`src/design/seei_pkg.sv`:
```
package seei_pkg;

    // Opcodes of the command word.
    localparam logic [1:0] OP_TICK     = 2'd0;
    localparam logic [1:0] OP_ABSOLUTE = 2'd1;
    localparam logic [1:0] OP_RELATIVE = 2'd2;
    localparam logic [1:0] OP_TARGET   = 2'd3;

    // Configuration register indexes.
    localparam logic [2:0] CFG_REVERSE_START    = 3'd0;
    localparam logic [2:0] CFG_BACK_AND_FORTH   = 3'd1;
    localparam logic [2:0] CFG_ENDLESS          = 3'd2;
    localparam logic [2:0] CFG_USE_REPEAT_COUNT = 3'd3;
    localparam logic [2:0] CFG_REPEAT_COUNT     = 3'd4;

    // Frame count used when a command gives zero frames.
    localparam logic [15:0] DEFAULT_FRAMES = 16'd32;

    // Angle limits in hundredths of a degree.
    localparam logic signed [17:0] ANGLE_MAX_W = 18'sd18000;
    localparam logic signed [17:0] ANGLE_MIN_W = -18'sd18000;
    localparam logic signed [15:0] ANGLE_MAX   = 16'sd18000;
    localparam logic signed [15:0] ANGLE_MIN   = -16'sd18000;

    // Restoring divider: one quotient bit per cycle.
    localparam int DIV_STEPS = 16;
    localparam int DIV_CNT_W = $clog2(DIV_STEPS);

    // Command word.
    typedef struct packed {
        logic [1:0]         opcode;
        logic signed [15:0] first_angle;
        logic signed [15:0] second_angle;
        logic [15:0]        frame_total;
    } seei_in_t;

    // Result word.
    typedef struct packed {
        logic signed [15:0] angle;
        logic               active;
    } seei_out_t;

    // Clamp a widened angle to the legal range.
    function automatic logic signed [15:0] sat_angle(input logic signed [17:0] v);
        logic signed [15:0] r;
        if (v > ANGLE_MAX_W)
        begin
            r = ANGLE_MAX;
        end
        else if (v < ANGLE_MIN_W)
        begin
            r = ANGLE_MIN;
        end
        else
        begin
            r = v[15:0];
        end
        return r;
    endfunction

endpackage

```
`src/design/seei_div.sv`:
```
module seei_div (
    input  logic        clk,
    input  logic        rst_n,
    input  logic        start,
    input  logic [31:0] dividend,
    input  logic [15:0] divisor,
    output logic        done,
    output logic [15:0] quotient
);

    logic [15:0]                    rem_reg, rem_next;
    logic [15:0]                    low_reg, low_next;
    logic [seei_pkg::DIV_CNT_W-1:0] cnt_reg, cnt_next;
    logic                           busy_reg, busy_next;
    logic                           done_reg, done_next;
    logic [16:0]                    trial;
    logic [16:0]                    diff;
    logic                           fits;

    // One restoring step: bring down the next dividend bit and try the subtraction.
    // The upper half of the dividend is known to be below the divisor, so the
    // quotient fits in sixteen bits and sixteen steps suffice.
    assign trial = {rem_reg, low_reg[15]};
    assign diff  = trial - {1'b0, divisor};
    assign fits  = trial >= {1'b0, divisor};

    always_comb
    begin
        rem_next  = rem_reg;
        low_next  = low_reg;
        cnt_next  = cnt_reg;
        busy_next = busy_reg;
        done_next = 1'b0;
        if (start)
        begin
            rem_next  = dividend[31:16];
            low_next  = dividend[15:0];
            cnt_next  = '0;
            busy_next = 1'b1;
        end
        else if (busy_reg)
        begin
            rem_next = fits ? diff[15:0] : trial[15:0];
            low_next = {low_reg[14:0], fits};
            cnt_next = cnt_reg + 1'b1;
            if (cnt_reg == seei_pkg::DIV_CNT_W'(seei_pkg::DIV_STEPS - 1))
            begin
                busy_next = 1'b0;
                done_next = 1'b1;
            end
        end
    end

    always_ff @(posedge clk or negedge rst_n)
    begin
        if (!rst_n)
        begin
            rem_reg  <= '0;
            low_reg  <= '0;
            cnt_reg  <= '0;
            busy_reg <= 1'b0;
            done_reg <= 1'b0;
        end
        else
        begin
            rem_reg  <= rem_next;
            low_reg  <= low_next;
            cnt_reg  <= cnt_next;
            busy_reg <= busy_next;
            done_reg <= done_next;
        end
    end

    // Quotient bits have shifted fully into the low word when done pulses.
    assign done     = done_reg;
    assign quotient = low_reg;

endmodule

```
`src/design/servo_angle_easing_interpolator.sv`:
```
// Channel | Direction | Handshake         | Word
// cmd     | in        | cmd_valid/stall   | seei_in_t: opcode, angles, frame_total
// res     | out       | res_valid/stall   | seei_out_t: angle, active
// cfg     | in        | cfg_valid/ready   | cfg_index, cfg_data
//
// A move command or an idle or final-frame tick goes straight to the output
// step; the block stalls from acceptance until it leaves that step. An
// interpolated frame also passes the multiply, divider start, divider wait
// and finishing steps, the wait set by the 16-step restoring divider's done flag.
// The result register lets a new word be accepted while the last result waits.
// A stalled result holds the block in its output step until the result can be
// loaded. Reset is asynchronous and active low; configuration is always ready.
module servo_angle_easing_interpolator (
    input  logic                clk,
    input  logic                rst_n,
    input  logic                cmd_valid,
    output logic                cmd_stall,
    input  seei_pkg::seei_in_t  cmd,
    output logic                res_valid,
    input  logic                res_stall,
    output seei_pkg::seei_out_t res,
    input  logic                cfg_valid,
    output logic                cfg_ready,
    input  logic [2:0]          cfg_index,
    input  logic [7:0]          cfg_data
);

    // Sequencer states.
    localparam logic [2:0] S_IDLE   = 3'd0;
    localparam logic [2:0] S_MUL    = 3'd1;
    localparam logic [2:0] S_DSTART = 3'd2;
    localparam logic [2:0] S_DWAIT  = 3'd3;
    localparam logic [2:0] S_FIN    = 3'd4;
    localparam logic [2:0] S_OUT    = 3'd5;

    logic [2:0]          state_reg, state_next;

    // Configuration registers.
    logic                rev_reg, bnf_reg, endless_reg, use_rep_reg;
    logic [7:0]          rep_reg;

    // Motion state.
    logic signed [15:0]  start_reg, start_next;
    logic signed [15:0]  stop_reg, stop_next;
    logic signed [15:0]  cur_reg, cur_next;
    logic [15:0]         index_reg, index_next;
    logic [15:0]         count_reg, count_next;
    logic                back_reg, back_next;
    logic [8:0]          runs_reg, runs_next;

    // Working registers of the interpolation.
    logic [15:0]         mag_reg, mag_next;
    logic [15:0]         num_reg, num_next;
    logic [15:0]         den_reg, den_next;
    logic                neg_reg, neg_next;
    logic [31:0]         prod_reg, prod_next;
    logic                act_reg, act_next;

    // Result register.
    logic                res_valid_reg, res_valid_next;
    seei_pkg::seei_out_t res_reg, res_next;

    logic                accept;
    logic signed [16:0]  rel_sum;
    logic signed [15:0]  load_start, load_stop;
    logic [15:0]         load_frames;
    logic [8:0]          load_runs;
    logic [8:0]          single_runs;
    logic [16:0]         idx_raw;
    logic                wrap;
    logic                back_tick;
    logic [15:0]         idx_tick;
    logic                last_frame;
    logic signed [16:0]  delta;
    logic [16:0]         delta_abs;
    logic                div_start;
    logic                div_done;
    logic [15:0]         quotient;
    logic signed [17:0]  d_signed;
    logic signed [17:0]  interp;

    assign cmd_stall = state_reg != S_IDLE;
    assign accept    = cmd_valid && !cmd_stall;
    assign cfg_ready = 1'b1;

    // Configuration writes.
    always_ff @(posedge clk or negedge rst_n)
    begin
        if (!rst_n)
        begin
            rev_reg     <= 1'b0;
            bnf_reg     <= 1'b0;
            endless_reg <= 1'b0;
            use_rep_reg <= 1'b0;
            rep_reg     <= 8'd1;
        end
        else if (cfg_valid && cfg_ready)
        begin
            case (cfg_index)
                seei_pkg::CFG_REVERSE_START:    rev_reg     <= cfg_data[0];
                seei_pkg::CFG_BACK_AND_FORTH:   bnf_reg     <= cfg_data[0];
                seei_pkg::CFG_ENDLESS:          endless_reg <= cfg_data[0];
                seei_pkg::CFG_USE_REPEAT_COUNT: use_rep_reg <= cfg_data[0];
                seei_pkg::CFG_REPEAT_COUNT:     rep_reg     <= cfg_data;
                default:                        ;
            endcase
        end
    end

    // Values loaded by a move command.
    assign rel_sum     = {cur_reg[15], cur_reg} + {cmd.first_angle[15], cmd.first_angle};
    assign load_start  = (cmd.opcode == seei_pkg::OP_ABSOLUTE)
                         ? seei_pkg::sat_angle(18'(cmd.first_angle)) : cur_reg;
    assign load_frames = (cmd.frame_total == 16'd0) ? seei_pkg::DEFAULT_FRAMES
                                                    : cmd.frame_total;
    assign single_runs = use_rep_reg ? {1'b0, rep_reg} : 9'd1;
    assign load_runs   = endless_reg ? 9'd1
                         : (bnf_reg ? {single_runs[7:0], 1'b0} : single_runs);

    always_comb
    begin
        case (cmd.opcode)
            seei_pkg::OP_ABSOLUTE: load_stop = seei_pkg::sat_angle(18'(cmd.second_angle));
            seei_pkg::OP_RELATIVE: load_stop = seei_pkg::sat_angle(18'(rel_sum));
            default:               load_stop = seei_pkg::sat_angle(18'(cmd.first_angle));
        endcase
    end

    // Frame advance of a tick, with wrap at the run end.
    assign idx_raw    = {1'b0, index_reg} + 17'd1;
    assign wrap       = idx_raw > {1'b0, count_reg};
    assign back_tick  = back_reg ^ (wrap && bnf_reg);
    assign idx_tick   = !wrap ? idx_raw[15:0]
                        : ((bnf_reg && (count_reg >= 16'd2)) ? 16'd2 : 16'd1);
    assign last_frame = idx_tick == count_reg;

    // Span between the end points, as sign and magnitude.
    assign delta     = {stop_reg[15], stop_reg} - {start_reg[15], start_reg};
    assign delta_abs = delta[16] ? 17'(-delta) : 17'(delta);

    // Signed step and the interpolated angle once the quotient is in.
    assign d_signed = neg_reg ? -$signed({2'b00, quotient}) : $signed({2'b00, quotient});
    assign interp   = back_reg ? (18'(stop_reg) - d_signed) : (18'(start_reg) + d_signed);

    // Sequencer.
    always_comb
    begin
        state_next     = state_reg;
        start_next     = start_reg;
        stop_next      = stop_reg;
        cur_next       = cur_reg;
        index_next     = index_reg;
        count_next     = count_reg;
        back_next      = back_reg;
        runs_next      = runs_reg;
        mag_next       = mag_reg;
        num_next       = num_reg;
        den_next       = den_reg;
        neg_next       = neg_reg;
        prod_next      = prod_reg;
        act_next       = act_reg;
        res_next       = res_reg;
        res_valid_next = res_valid_reg && res_stall;
        div_start      = 1'b0;
        case (state_reg)
            S_IDLE:
            begin
                if (accept)
                begin
                    state_next = S_OUT;
                    if (cmd.opcode == seei_pkg::OP_TICK)
                    begin
                        if (runs_reg == 9'd0)
                        begin
                            act_next = 1'b0;
                        end
                        else
                        begin
                            act_next   = 1'b1;
                            index_next = idx_tick;
                            back_next  = back_tick;
                            if (last_frame)
                            begin
                                cur_next = back_tick ? start_reg : stop_reg;
                                if (!endless_reg)
                                begin
                                    runs_next = runs_reg - 9'd1;
                                end
                            end
                            else
                            begin
                                mag_next   = delta_abs[15:0];
                                neg_next   = delta[16];
                                num_next   = idx_tick - 16'd1;
                                den_next   = count_reg - 16'd1;
                                state_next = S_MUL;
                            end
                        end
                    end
                    else
                    begin
                        start_next = load_start;
                        stop_next  = load_stop;
                        cur_next   = load_start;
                        index_next = 16'd0;
                        count_next = load_frames;
                        back_next  = rev_reg;
                        runs_next  = load_runs;
                        act_next   = load_runs != 9'd0;
                    end
                end
            end
            S_MUL:
            begin
                // Numerator with half the divisor added for rounding to nearest.
                prod_next  = (32'(mag_reg) * 32'(num_reg)) + 32'(den_reg[15:1]);
                state_next = S_DSTART;
            end
            S_DSTART:
            begin
                div_start  = 1'b1;
                state_next = S_DWAIT;
            end
            S_DWAIT:
            begin
                if (div_done)
                begin
                    state_next = S_FIN;
                end
            end
            S_FIN:
            begin
                cur_next   = seei_pkg::sat_angle(interp);
                state_next = S_OUT;
            end
            S_OUT:
            begin
                if (!res_valid_reg || !res_stall)
                begin
                    res_next.angle  = cur_reg;
                    res_next.active = act_reg;
                    res_valid_next  = 1'b1;
                    state_next      = S_IDLE;
                end
            end
            default:
            begin
                state_next = S_IDLE;
            end
        endcase
    end

    always_ff @(posedge clk or negedge rst_n)
    begin
        if (!rst_n)
        begin
            state_reg     <= S_IDLE;
            start_reg     <= '0;
            stop_reg      <= '0;
            cur_reg       <= '0;
            index_reg     <= '0;
            count_reg     <= seei_pkg::DEFAULT_FRAMES;
            back_reg      <= 1'b0;
            runs_reg      <= '0;
            act_reg       <= 1'b0;
            res_valid_reg <= 1'b0;
        end
        else
        begin
            state_reg     <= state_next;
            start_reg     <= start_next;
            stop_reg      <= stop_next;
            cur_reg       <= cur_next;
            index_reg     <= index_next;
            count_reg     <= count_next;
            back_reg      <= back_next;
            runs_reg      <= runs_next;
            act_reg       <= act_next;
            res_valid_reg <= res_valid_next;
        end
    end

    // Working and result payload registers need no reset.
    always_ff @(posedge clk)
    begin
        mag_reg  <= mag_next;
        num_reg  <= num_next;
        den_reg  <= den_next;
        neg_reg  <= neg_next;
        prod_reg <= prod_next;
        res_reg  <= res_next;
    end

    // Serial divider for the step fraction.
    seei_div u_div (
        .clk      (clk),
        .rst_n    (rst_n),
        .start    (div_start),
        .dividend (prod_reg),
        .divisor  (den_reg),
        .done     (div_done),
        .quotient (quotient)
    );

    assign res_valid = res_valid_reg;
    assign res       = res_reg;

endmodule

```
`config.mk`:
```
export PLATFORM = sky130hd
export DESIGN_NAME = servo_angle_easing_interpolator
export DESIGN_NICKNAME = d
export VERILOG_FILES = /design/src/design/seei_pkg.sv /design/src/design/seei_div.sv /design/src/design/servo_angle_easing_interpolator.sv
export SDC_FILE = /design/constraint.sdc
export NUM_CORES = 1
export LEC_CHECK = 0
export BUFFER_PORTS_ARGS = -buffer_cell sky130_fd_sc_hd__buf_2
export CORE_UTILIZATION = 32
export DETAILED_ROUTE_END_ITERATION = 10
export GPL_ROUTABILITY_DRIVEN = 1
export PLACE_DENSITY_LB_ADDON = 0.1
export SLEW_MARGIN = 40
export SYNTH_ARGS = -nofsm -noshare
export SYNTH_HDL_FRONTEND = slang
export SYNTH_SLANG_ARGS = --single-unit
export TNS_END_PERCENT = 10
```
`constraint.sdc`:
```
create_clock -name clk -period 13.8 [get_ports clk]
set_input_delay 0 -clock clk [delete_from_list [all_inputs] [get_ports clk]]
set_output_delay 0 -clock clk [all_outputs]
set_load 0.1 [all_outputs]
```
* Yosys cells after proc, flatten, opt, wreduce, memory -nomap -nowiden *
Index checks and enable logic that the tools add are counted.

storage, ports and cells
  flip-flop bits (word level) = 243

cells by class
  $add $sub $neg = 13
  multiply operators = 1
  order comparisons = 11
  eq/ne operators = 21
  mux-type cells = 58
  bitwise operators = 4
  reductions and logical operators = 30

operators by type and width
  cell                     number
  $mux W16                 24
  $pmux W16 S2             2
  $mux W9                  6
  $mux W18                 2
  $add A32 B15 Y32         1
  $gt A16 B16 Y1 const B   2
  $lt A16 B16 Y1 const B   2
  $mul A16 B16 Y32         1
  $sub A16 B1 Y16 const B  2
  $add A16 B18 Y18         1
  $gt A18 B16 Y1 const B   1
  $lt A18 B16 Y1 const B   1
  $mux W3                  6
  $neg A16 Y18             1
  $pmux W3 S6              1
  $sub A16 B18 Y18         1
  $add A16 B1 Y17 const B  1
  $add A16 B16 Y17         1
  $ge A17 B16 Y1           1
  $gt A17 B16 Y1           1
  $gt A17 B16 Y1 const B   1
  $lt A17 B16 Y1 const B   1
  $sub A16 B16 Y17         1
  $eq A16 B16 Y1           1
  34 further kinds         76

* Longest topological paths before layout *
Gate-level depths: netlist (run 1).

  word-level depth = 10
  depth in mapped cells = 25
  depth with buffers taken out = 24

* Modules after synthesis *
A second synthesis (run 1) with hierarchy kept.

second synthesis, totals
  cell total of the unflattened synthesis = 2998
  area total of the unflattened synthesis = 26631.8 um2

modules (own cells, without submodules)
  module                           instances  cells an instance  area each (um2)
  servo_angle_easing_interpolator  1          2659               23741.5
  seei_div                         1          339                2890.3

* Least setup slack after synthesis (run 1) *
Ideal clock, no wire load.

  kind = register to register
  from = register num_reg[6]
  to = register prod_reg[27] (data pin)
  library setup time = 258 ps
  arrival = 6270 ps
  required time = 13542 ps
  slack = 7272 ps
  stages on the path, launching flop included = 24
  path buffers = 1
  period minus slack after synthesis = 6528 ps
  cells stage by stage = edfxtp_1 > clkbuf_1 > and2_1 > fa_1 > inv_1 > fa_1 > fa_1 > fa_1 > inv_1 > fa_1 > inv_1 > fa_1 > inv_1 > ha_1 > a21o_1 > a21oi_1 > o21a_1 > a31oi_1 > o41ai_1 > a211oi_1 > or3_1 > a21o_1 > a21oi_1 > xnor2_1

on the way
  longest elaborated chain between the ends = 2

ends and longest elaborated chain
  item                    RTL line                                source
  from (decl)             servo_angle_easing_interpolator.sv:53   logic [15:0] num_reg, num_next;
  from (signal assigned)  servo_angle_easing_interpolator.sv:287  num_reg <= num_next;
  $mul A16 B16 Y32        servo_angle_easing_interpolator.sv:216  prod_next = (32'(mag_reg) * 32'(num_reg)) + 32'(den_reg[15:1]);
  $add A32 B15 Y32        servo_angle_easing_interpolator.sv:216
  to (signal assigned)    servo_angle_easing_interpolator.sv:290  prod_reg <= prod_next;
  to (decl)               servo_angle_easing_interpolator.sv:56   logic [31:0] prod_reg, prod_next;

No other way between the ends.
A chain may end at the register's enable or synchronous reset.

* Worst setup path in the final report (run 1) *
  from = register mag_reg[5]
  to = register prod_reg[28] (data pin)

on the way
  longest elaborated chain between the ends = 2

ends and longest elaborated chain
  item                    RTL line                                source
  from (decl)             servo_angle_easing_interpolator.sv:52   logic [15:0] mag_reg, mag_next;
  from (signal assigned)  servo_angle_easing_interpolator.sv:286  mag_reg <= mag_next;
  $mul A16 B16 Y32        servo_angle_easing_interpolator.sv:216
  $add A32 B15 Y32        servo_angle_easing_interpolator.sv:216

No other way between the ends.

==> impl_results.md, run 1 <==
* Status: completed
* Die H at between 200 and 300 um
* Leak at around 0.013 uW
* Core box area at approximately 81000 um^2
* FFs w/ async S/R, synth at between 50% and 60%
* Logic pwr share at around three fifths
* Worst EP required at ~14 ns
* Critical path endpoint category: flip-flop
* Synth Area in Compound Gates at roughly 16%
* Final period util at about half
* Fill cell count at ~8400
* Most frequent cells after synthesis: inv_1 (390), nand2_1 (360), ha_1 (218), fa_1 (214), o21ai_0 (181)
* Sw frac at between 40% and 50%
* WL/cell at between 15 and 20 um
* Startpoint Class: flip-flop
* Max Slew Vio Count at 0
* Syn Area/Cell at a little under 9 um^2
* Worst-path clk slew at around 0.06 ns
* Hpwl dp at around 66000 um
* # IOs at 86
* Number of DRC markers in iteration 0 at 1214
* Top cell type's share of synthesized area at 16.4%
* Worst-margin pin slew at just under 0.8 ns
* Minimum clock period at ~7.0 ns
* Fmax at 0.142 GHz
* Most used cell, CP: fa_1
* Detail Route Antenna Nets at 0
* CTS Buf Count at 34
* Port bufs at 84
* Final Hold Viols at 0
* Setup TNS at 0 ns
* Std cell rows at 104
* Seq/Total Area, Yosys at between 20% and 30%
* Max reg flops at 32
* Post-Synth Adder-Cell Area at a little over a quarter
* Number of global-route vias before repair at ~22000
* Crit Path Class: reg -> reg
* Antenna Cells at 0
* Area share of and/or/nand/nor cells after synthesis at between 10% and 20%
* Setup ws final at approximately 6.8 ns
* Slowest-stage cell, CP: edfxtp_1
* Worst Clk Skew at 0.0269 ns
* Synth area leader: fa_1
* CTS tree: done
* Register area at around 6600 um^2
* Gr ovfl total at 0
* Delay of the slowest critical-path stage at roughly 0.65 ns
* DP Worst Slack at 6.70 ns
* Crit-path cells: and2_1 -> fa_1 -> inv_1 -> fa_1 -> fa_1 -> fa_1 -> inv_1 -> fa_1 -> inv_1 -> fa_1 -> inv_1 -> ha_1 -> a21o_1 -> a31oi_1 -> o221ai_1 -> a41o_1 -> a41oi_1 -> o31a_1 -> o21bai_1 -> a21oi_1 -> xnor2_1
* CTS Hold Bufs at 69
* RSZ-0062 raised after global routing: false
* Power per cell area at 183 nW/um^2
* Area occupied by multi-input gates at about 18000 um^2
* Syn Inst Count at about 2900
* Top cells by area, synth: fa_1 (16%), dfrtp_1 (14%), edfxtp_1 (11%)
* Syn_nets at 3433
* First-pass GRT wire length at 130000 um
* Internal power at approximately 2800 uW
* Worst slew margin at about 48%
* Remaining DRCs at 0
* Worst min path class: in -> async
* Chip width at 288 um
* Vias/cell at about 5.2
* Share of cells above drive strength 1 at 7.32%
* Sequential fraction of design power at 25.0%
* Fin nets at 3533
* Die area at 82800 um^2
* Ys flop type: dfrtp_1
* Synth warn at 0
* H-tree depth at 2
* First drt pass iteration count at 6
* Total GRT Usage at 20.2%
* Worst path top cell family by delay: adder cells
* Final Setup Violations at 0
* Initial antenna violation count at 2
* Initial Util at 32.4%
* FF+latch count, synth at 243
* Critical path fanouts, max at 16
* Worst Path Buf+Inv at 4
* EDFF count, synth at 98
* Critical Path AT at approximately 7.4 ns
* Post CTS Setup Buffer Count at 0
* Largest net degree at the start of global routing at 82
* Root buffer cell: clkbuf_16
* Mux cell area share after synthesis at 2.37%
* Gp weighted congestion at slightly below 0.9
* Post-Synth XOR/XNOR Area at just over 5%
* Largest family of logic cells by synthesized area: adder cells
* Clk_lat worst skew at about 0.57 ns
* WL final at 82400 um
* Post-Syn Area at about 26000 um^2
* Synth unique cells at between 90 and 100
* Switch Pwr at ~2600 uW
* Area grow syn2layout at 12.6%
* MaxCap Viol Count at 0
* Clock power share at between 10% and 20%
* Clk sinks at around 240
* Worst ir drop on vdd at ~0.000086 V
* Via count at between 20000 and 25000
* Top-count cell post-synth: inv_1
* Max Buffers Root-to-Sink at 3
* Resize count post-CTS at 0
-- cells by family after synthesis --
kind of cell,count (synthesis)
AOI/OAI and AO/OA,629
xor gates and xnor gates,146
adders and majority gates,433
buffers and inverters,496
DFF,243
muxes,59
other,1
and+or+nand+nor,928
-- per-stage QoR --
step	instance area (um^2)	utilization, %	std cells	hold WS (ns)	total power (uW)
after floorplan	26100	-	2935	-0.296	3510
after global placement	27600	34.2	3990	0.119	4460
after detailed placement	27700	34.3	3990	0.129	4480
after CTS	29400	36.5	4121	0.0137	5420
after global routing	29400	36.5	4121	0.0572	5830
final	29400	36.5	4121	0.0441	5380
-- final timing paths --
check | from | end | slack [ns] | cells after the start
worst max register to register | mag_reg[5] | prod_reg[28] | 6.75 | 21
worst min-delay path | rst_n | index_reg[3] | 0.04 | 2
min in group clk | cfg_valid | bnf_reg | 0.05 | 5
max in group asynchronous | rst_n | stop_reg[15] | 12.63 | 3
worst min register to register | prod_reg[1] | u_div.quotient[1] | 0.46 | 2
worst max-delay path | mag_reg[5] | prod_reg[28] | 6.75 | 21
-- power by group through the flow --
stage	Clock, uW	Combinational (uW)	Sequential, uW
CTS	884	3190	1340
global route	914	3540	1380
detailed placement	0	3120	1350
floorplan	0	2330	1180
global placement	0	3110	1350
finish	855	3180	1350
-- metal layers --
| layer | vias to the layer above | routed length, um | GRT usage [%] |
|---|---|---|---|
| met4 | 0 | 1460 | 4.06 |
| met3 | 95 | 3760 | 2.16 |
| li1 | 10268 | - | - |
| met5 | - | 0 | 0 |
| met2 | 540 | 36000 | 31.4 |
| met1 | 10655 | 41200 | 30.3 |
-- cells in the final DEF, fill, tap and decap left out, types with 18 or more instances in the layout --
cell type,n
inv_1,390
nand2_1,360
ha_1,217
fa_1,214
o21ai_0,180
nor2_1,148
dfrtp_1,142
and2_1,127
a21oi_1,106
edfxtp_1,98
xnor2_1,94
buf_2,83
dlygate4sd3_1,69
nor3_1,54
nand3_1,52
xor2_1,47
a21o_1,40
a31oi_1,37
o211ai_1,36
mux2i_1,35
clkbuf_16,34
or3_1,32
a211oi_1,29
nand2b_1,25
o21a_1,24
mux2_2,24
o31ai_1,23
nor2b_1,23
nand4_1,19
o22ai_1,19
nor4_1,18
-- layout make-up --
class,count,area share [%]
multi-input cells,2196,60.3
flip-flops and latches,243,22.4
inverters,392,5.00
well taps,1060,4.51
repair buffers,168,4.20
clock buffers,43,3.01
clock inverters,19,0.600
No activity file was read; power rests on OpenSTA's default activity.
==> inputs of run 2 (changes only) <==
--- a/config.mk
+++ b/config.mk
@@ -5,6 +5,7 @@
 export SDC_FILE = /design/constraint.sdc
 export NUM_CORES = 1
 export LEC_CHECK = 0
+export ABC_AREA = 1
 export BUFFER_PORTS_ARGS = -buffer_cell sky130_fd_sc_hd__buf_2
 export CORE_UTILIZATION = 32
 export DETAILED_ROUTE_END_ITERATION = 10
==> constraint.sdc (replaced) <==
create_clock -name clk -period 6.2 [get_ports clk]
set_input_delay 0 -clock clk [delete_from_list [all_inputs] [get_ports clk]]
set_output_delay 0 -clock clk [all_outputs]
set_load 0.1 [all_outputs]
==> impl_results.md, run 2 <==
* Post-Synth Adder-Cell Area at 25.6% (was 26.9%)
* Worst min path class: in -> reg (was in -> async)
* R2R depth at 24 (was 21)
* Syn_nets at 4259 (was 3433)
* Remaining DRCs at 0 (unchanged)
* Core box area at 84200 um^2 (was 80700 um^2)
* Startpoint Class: flip-flop (unchanged)
* Worst-margin pin slew at 0.890 ns (was 0.770 ns)
* Synth area leader: fa_1 (unchanged)
* Worst R2R Setup Slack at 0.24 ns (was 6.75 ns)
* Post-Syn Area at 27400 um^2 (was 26100 um^2)
* Initial antenna violation count at 2 (unchanged)
* Port bufs at 84 (unchanged)
* FFs w/ async S/R, synth at 59.7% (unchanged)
* CTS Buf Count at 35 (was 34)
* Clk sinks at 243 (unchanged)
* Die area at 86800 um^2 (was 82800 um^2)
* Syn Area/Cell at 7.29 um^2 (was 8.90 um^2)
* Number of DRC markers in iteration 0 at 1701 (was 1214)
* Crit Path Class: reg -> reg (unchanged)
* DP Worst Slack at -0.0309 ns (was 6.70 ns)
* FF+latch count, synth at 243 (unchanged)
* Worst setup path start: mag_reg[5] (unchanged)
* Top cell type's share of synthesized area at 15.6% (was 16.4%)
* CTS tree: done (unchanged)
* Fill cell count at 9063 (was 8369)
* Worst slew margin at 40.7% (was 48.3%)
* Mux cell area share after synthesis at 0.288% (was 2.37%)
* Status: completed (unchanged)
* Minimum clock period at 5.96 ns (was 7.05 ns)
* Top-count cell post-synth: nand2_1 (was inv_1)
* Register area at 6570 um^2 (was 6580 um^2)
* Final period util at 96.1% (was 51.1%)
* Most frequent cells after synthesis: nand2_1 (1046), inv_1 (772), nand3_1 (259), ha_1 (218), fa_1 (214) (was inv_1 (390), nand2_1 (360), ha_1 (218), fa_1 (214), o21ai_0 (181))
* Largest net degree at the start of global routing at 70 (was 82)
* Area share of and/or/nand/nor cells after synthesis at 24.8% (was 17.3%)
* Detail Route Antenna Nets at 0 (unchanged)
* Die H at 295 um (was 288 um)
* Final Setup Violations at 0 (unchanged)
* Top cells by area, synth: fa_1 (16%), nand2_1 (14%), dfrtp_1 (13%) (was fa_1 (16%), dfrtp_1 (14%), edfxtp_1 (11%))
* EDFF count, synth at 98 (unchanged)
* First-pass GRT wire length at 138000 um (was 130000 um)
* Worst EP required at 6.50 ns (was 14.11 ns)
* Worst-path clk slew at 0.05 ns (was 0.06 ns)
* Fin nets at 4389 (was 3533)
* Synth Area in Compound Gates at 8.59% (was 16.0%)
* Vias/cell at 4.70 (was 5.23)
* Max Buffers Root-to-Sink at 3 (unchanged)
* Max Slew Vio Count at 0 (unchanged)
* First drt pass iteration count at 5 (was 6)
* Critical Path AT at 6.25 ns (was 7.35 ns)
* Commonest cells after routing, fill and taps aside: nand2_1 (1045), inv_1 (771), nand3_1 (258) (was inv_1 (390), nand2_1 (360), ha_1 (217))
* Worst Clk Skew at 0.0290 ns (was 0.0269 ns)
* Setup ws final at 0.241 ns (was 6.75 ns)
* Chip width at 295 um (was 288 um)
* Gr ovfl total at 0 (unchanged)
* Synth warn at 0 (unchanged)
* Via count at 23749 (was 21558)
* WL final at 88800 um (was 82400 um)
* # IOs at 86 (unchanged)
* Syn Inst Count at 3761 (was 2935)
* CP endpoint: prod_reg[24] (was prod_reg[28])
* Post-Synth XOR/XNOR Area at 4.12% (was 5.06%)
* Ys flop type: dfrtp_1 (unchanged)
* Largest family of logic cells by synthesized area: adder cells (unchanged)
* FF-to-FF Start: mag_reg[5] (unchanged)
* Gp weighted congestion at 0.879 (was 0.887)
* Critical path fanouts, max at 16 (unchanged)
* MaxCap Viol Count at 0 (unchanged)
* Clk_lat worst skew at 0.56 ns (was 0.57 ns)
* Max reg flops at 32 (unchanged)
* Share of cells above drive strength 1 at 7.48% (was 7.32%)
* Critical path endpoint category: flip-flop (unchanged)
* FF-to-FF End: prod_reg[24] (was prod_reg[28])
* Total GRT Usage at 20.7% (was 20.2%)
* Final Hold Viols at 0 (unchanged)
* Initial Util at 32.6% (was 32.4%)
* H-tree depth at 2 (unchanged)
* Seq/Total Area, Yosys at 24.0% (was 25.2%)
* Area occupied by multi-input gates at 17500 um^2 (was 17700 um^2)
* Area grow syn2layout at 14.3% (was 12.6%)
* Std cell rows at 106 (was 104)
* Fmax at 0.168 GHz (was 0.142 GHz)
* WL/cell at 17.6 um (was 20.0 um)
* Hpwl dp at 72200 um (was 65600 um)
* Most common cell after layout, fill and taps aside: nand2_1 (was inv_1)
* Synth unique cells at 56 (was 92)
* Number of global-route vias before repair at 23653 (was 21760)
* Root buffer cell: clkbuf_16 (unchanged)
-- run 2: changes by cell type after synthesis, moves of 53 or more --
cell / previous run / this run
and2_1: 127 / 0
inv_1: 390 / 772
nand2_1: 360 / 1046
nand3_1: 52 / 259
xnor2_1: 95 / 29
xor2_1: 47 / 100
-- run 2: layer usage --
metal / wire, um / GRT usage, % / vias up
met5: 0 / 0 / -
met4: 1380 / 3.98 / 0
met3: 3870 / 2.33 / 80
met2: 38800 / 32.2 / 468
met1: 44700 / 30.9 / 11204
li1: - / - / 11997
-- run 2: per-stage QoR --
stage / cells / hold slack (ns) / area, um^2 / util [%] / setup TNS [ns]
after detailed placement: 4922 / -0.0492 / 29500 / 35.0 / -0.0309
after floorplan: 3761 / -0.296 / 27400 / - / 0
after CTS: 5039 / 0.00477 / 31100 / 37.0 / 0
after global placement: 4922 / -0.0501 / 29400 / 35.0 / -0.153
after global routing: 5051 / 0.0502 / 31300 / 37.2 / -0.0127
final: 5052 / 0.0201 / 31300 / 37.2 / 0
-- run 2: layout make-up --
type	count	area share [%]
Multi-Input combinational cell	2610	55.8
Sequential cell	243	21.0
Inverter	779	9.34
Timing Repair Buffer	222	5.74
Tap cell	1134	4.53
Clock buffer	39	2.91
Clock inverter	24	0.655
Antenna cell	1	0.00799
-- run 2: how the worst min path moves through the flow --
| stage | depth (start not counted) | startpoint | slack [ns] | endpoint |
|---|---|---|---|---|
| after floorplan | 0 | rst_n | -0.30 | act_reg |
| after global placement | 1 | rst_n | -0.05 | index_reg[12] |
| after detailed placement | 1 | rst_n | -0.05 | index_reg[12] |
| after CTS | 7 | cmd[44] | 0.005 | stop_reg[12] |
| after global routing | 7 | cmd[44] | 0.05 | stop_reg[12] |
| final | 7 | cmd[44] | 0.02 | stop_reg[12] |
-- run 2: cells by family (layout without fill, tap and decap cells) --
kind of cell	Yosys count	in the layout
compound gates	420	420
flops	243	243
other cells	1	2
buf+inv	908	1064
simple gates	1621	1621
fa+ha+maj	432	432
xor+xnor	129	129
mux	7	7
-- run 2: timing repair --
item | in CTS | in global routing
buffers inserted | 0 | 11
pin swaps | 0 | 3
resized for setup | 1 | 16
hold buffers | 54 | 0
setup endpoints to repair | 2 | 13
endpoints found under the hold margin | 84 | 0
-- run 2: worst max-delay path, stage by stage (launching register included) --
cell      delay, ns
edfxtp_1       0.42
buf_12         0.18
nand2_1        0.06
inv_1          0.05
fa_1           0.52
inv_1          0.05
fa_1           0.58
fa_1           0.45
fa_1           0.49
inv_1          0.05
fa_1           0.53
inv_1          0.05
fa_1           0.52
inv_1          0.04
ha_1           0.35
nand2_1        0.17
inv_1          0.06
a21oi_1        0.21
o21ai_1        0.13
a21oi_2        0.29
buf_4          0.16
o21bai_1       0.09
nand2_1        0.10
a21o_1         0.10
nand2_1        0.04
Power of run 2 is not shown: default switching activity piles up to over one toggle a cycle in this logic, so the estimate is an artifact.
==> inputs of run 3 (changes only) <==
--- a/config.mk
+++ b/config.mk
@@ -7,7 +7,8 @@
 export LEC_CHECK = 0
 export ABC_AREA = 1
 export BUFFER_PORTS_ARGS = -buffer_cell sky130_fd_sc_hd__buf_2
-export CORE_UTILIZATION = 32
+export CORE_UTILIZATION = 45
+export CTS_BUF_LIST = sky130_fd_sc_hd__clkbuf_4
 export DETAILED_ROUTE_END_ITERATION = 10
 export GPL_ROUTABILITY_DRIVEN = 1
 export PLACE_DENSITY_LB_ADDON = 0.1
==> impl_results.md, run 3 (synthesized netlist as in run 2, its figures left out) <==
* CP endpoint: prod_reg[26] (was prod_reg[24])
* Critical path fanouts, max at 7 (was 16)
* Max Slew Vio Count at 0 (unchanged)
* Status: completed (unchanged)
* Total GRT Usage at 26.9% (was 20.7%)
* Gr ovfl total at 0 (unchanged)
* Fmax at 0.168 GHz (about the same)
* Largest net degree at the start of global routing at 70 (unchanged)
* CTS Buf Count at 72 (was 35)
* Final Hold Viols at 0 (unchanged)
* Detail Route Antenna Nets at 0 (unchanged)
* Worst EP required at 6.74 ns (was 6.50 ns)
* Final period util at 96.0% (was 96.1%)
* Share of cells above drive strength 1 at 8.89% (was 7.48%)
* Final Setup Violations at 0 (unchanged)
* Max Buffers Root-to-Sink at 3 (unchanged)
* Worst Path Buf+Inv at 9 (was 8)
* Fill cell count at 5884 (was 9063)
* Gp weighted congestion at 0.939 (was 0.879)
* Initial Util at 45.5% (was 32.6%)
* Critical Path AT at 6.50 ns (was 6.25 ns)
* First-pass GRT wire length at 131000 um (was 138000 um)
* Max reg flops at 32 (unchanged)
* RSZ-0062 raised after global routing: true
* Hold depth at 4 (was 7)
* Core box area at 60200 um^2 (was 84200 um^2)
* DP Worst Slack at 0.0575 ns (was -0.0309 ns)
* Worst path top cell family by delay: adder cells (unchanged)
* Remaining DRCs at 0 (unchanged)
* WL/cell at 17.0 um (was 17.6 um)
* # IOs at 86 (unchanged)
* MaxCap Viol Count at 0 (unchanged)
* R2R depth at 23 (was 24)
* Vias/cell at 5.10 (was 4.70)
* CTS tree: done (unchanged)
* Via count at 24832 (was 23749)
* Area grow syn2layout at 15.0% (was 14.3%)
* Clk sinks at 243 (unchanged)
* Worst R2R Setup Slack at 0.25 ns (was 0.24 ns)
* Worst Clk Skew at 0.0926 ns (was 0.0290 ns)
* Worst setup path start: mag_reg[10] (was mag_reg[5])
* Setup ws final at 0.248 ns (was 0.241 ns)
* FF-to-FF Start: mag_reg[10] (was mag_reg[5])
* Register area at 6570 um^2 (unchanged)
* First drt pass iteration count at 6 (was 5)
* Crit-path cells: buf_4 -> nand2_1 -> inv_1 -> fa_1 -> inv_1 -> fa_1 -> inv_1 -> fa_1 -> fa_1 -> fa_1 -> inv_1 -> fa_1 -> inv_1 -> ha_1 -> buf_4 -> nand2_1 -> inv_1 -> nand2_1 -> o221ai_1 -> nand2_1 -> nand3_1 -> buf_4 -> xor2_1 (was buf_12 -> nand2_1 -> inv_1 -> fa_1 -> inv_1 -> fa_1 -> fa_1 -> fa_1 -> inv_1 -> fa_1 -> inv_1 -> fa_1 -> inv_1 -> ha_1 -> nand2_1 -> inv_1 -> a21oi_1 -> o21ai_1 -> a21oi_2 -> buf_4 -> o21bai_1 -> nand2_1 -> a21o_1 -> nand2_1)
* Number of DRC markers in iteration 0 at 1742 (was 1701)
* Slowest-stage cell, CP: fa_1 (unchanged)
* Number of global-route vias before repair at 24449 (was 23653)
* H-tree depth at 3 (was 2)
* FF-to-FF End: prod_reg[26] (was prod_reg[24])
* Clk_lat worst skew at 0.84 ns (was 0.56 ns)
* Crit Path Class: reg -> reg (unchanged)
* Critical path endpoint category: flip-flop (unchanged)
* Worst slew margin at 44.9% (was 40.7%)
* WL final at 82600 um (was 88800 um)
* Hpwl dp at 64400 um (was 72200 um)
* Chip width at 249 um (was 295 um)
* Initial antenna violation count at 3 (was 2)
* Die area at 61900 um^2 (was 86800 um^2)
* Area occupied by multi-input gates at 17400 um^2 (was 17500 um^2)
* Fin nets at 4528 (was 4389)
* Port bufs at 84 (unchanged)
* Delay of the slowest critical-path stage at 0.55 ns (was 0.58 ns)
* Minimum clock period at 5.95 ns (was 5.96 ns)
* Worst min path class: in -> reg (unchanged)
* Root buffer cell: clkbuf_4 (was clkbuf_16)
* Worst-path clk slew at 0.06 ns (was 0.05 ns)
* Worst-margin pin slew at 0.822 ns (was 0.890 ns)
* Die H at 249 um (was 295 um)
* Critical path depth at 23 (was 24)
* Commonest cells after routing, fill and taps aside: nand2_1 (1046), inv_1 (771), nand3_1 (259) (was nand2_1 (1045), inv_1 (771), nand3_1 (258))
* Most common cell after layout, fill and taps aside: nand2_1 (unchanged)
* Startpoint Class: flip-flop (unchanged)
* Std cell rows at 90 (was 106)
run 3: cell types whose count changed in the layout (fill, tap and decap cells not counted), sizes merged:
cell,before,now
inv,780,778
dlygate4sd3,53,134
bufinv,2,0
clkinvlp,3,2
diode,1,6
buf,169,190
clkinv,18,23
clkbuf,39,103
run 3: worst register-to-register path: stages, from the launching register on:
cell	delay (ns)
edfxtp_1	0.45
buf_4	0.21
nand2_1	0.06
inv_1	0.05
fa_1	0.54
inv_1	0.06
fa_1	0.54
inv_1	0.06
fa_1	0.51
fa_1	0.45
fa_1	0.55
inv_1	0.06
fa_1	0.54
inv_1	0.05
ha_1	0.32
buf_4	0.16
nand2_1	0.11
inv_1	0.07
nand2_1	0.09
o221ai_1	0.19
nand2_1	0.12
nand3_1	0.18
buf_4	0.21
xor2_1	0.13
run 3: routing by layer:
layer	global-route usage, %	wire length (um)	up-vias
met5	0	0	-
met4	7.63	1770	0
met3	3.76	4510	124
met2	42.3	36900	668
met1	38.6	39500	11700
li1	-	-	12340
run 3: worst min path at each step:
stage / startpoint / endpoint / slack (ns)
3_5_place_dp: rst_n / index_reg[12] / -0.04
2_1_floorplan: rst_n / act_reg / -0.30
4_1_cts: cfg_index[0] / endless_reg / 0.01
5_1_grt: cfg_index[0] / endless_reg / 0.05
3_3_place_gp: rst_n / index_reg[12] / -0.04
6_report: cfg_index[0] / endless_reg / 0.10
run 3: repair_timing:
item | in CTS | in global routing
endpoints found under the hold margin | 249 | 0
endpoints found under the setup margin | 0 | 14
setup buffers | 0 | 30
resized for setup | 0 | 8
hold buffers | 135 | 0
run 3: final cells by class:
class | count | area share [%]
Antenna cell | 6 | 0.0476
Clock inverter | 24 | 0.377
Sequential cell | 243 | 20.9
Timing Repair Buffer | 324 | 8.54
Inverter | 779 | 9.28
Multi-Input combinational cell | 2610 | 55.3
Tap cell | 782 | 3.10
Clock buffer | 103 | 2.45
run 3: per-stage QoR:
step	utilization [%]	hold WS, ns	TNS (ns)	std cells	area (um^2)
after floorplan	-	-0.296	0	3761	27400
after global placement	48.1	-0.0407	0	4573	28900
after detailed placement	48.1	-0.0380	0	4573	29000
after CTS	51.8	0.0104	0	4835	31200
after global routing	52.3	0.0543	-0.0327	4871	31500
final	52.3	0.102	0	4871	31500
Power of run 3 is left out for the same reason.
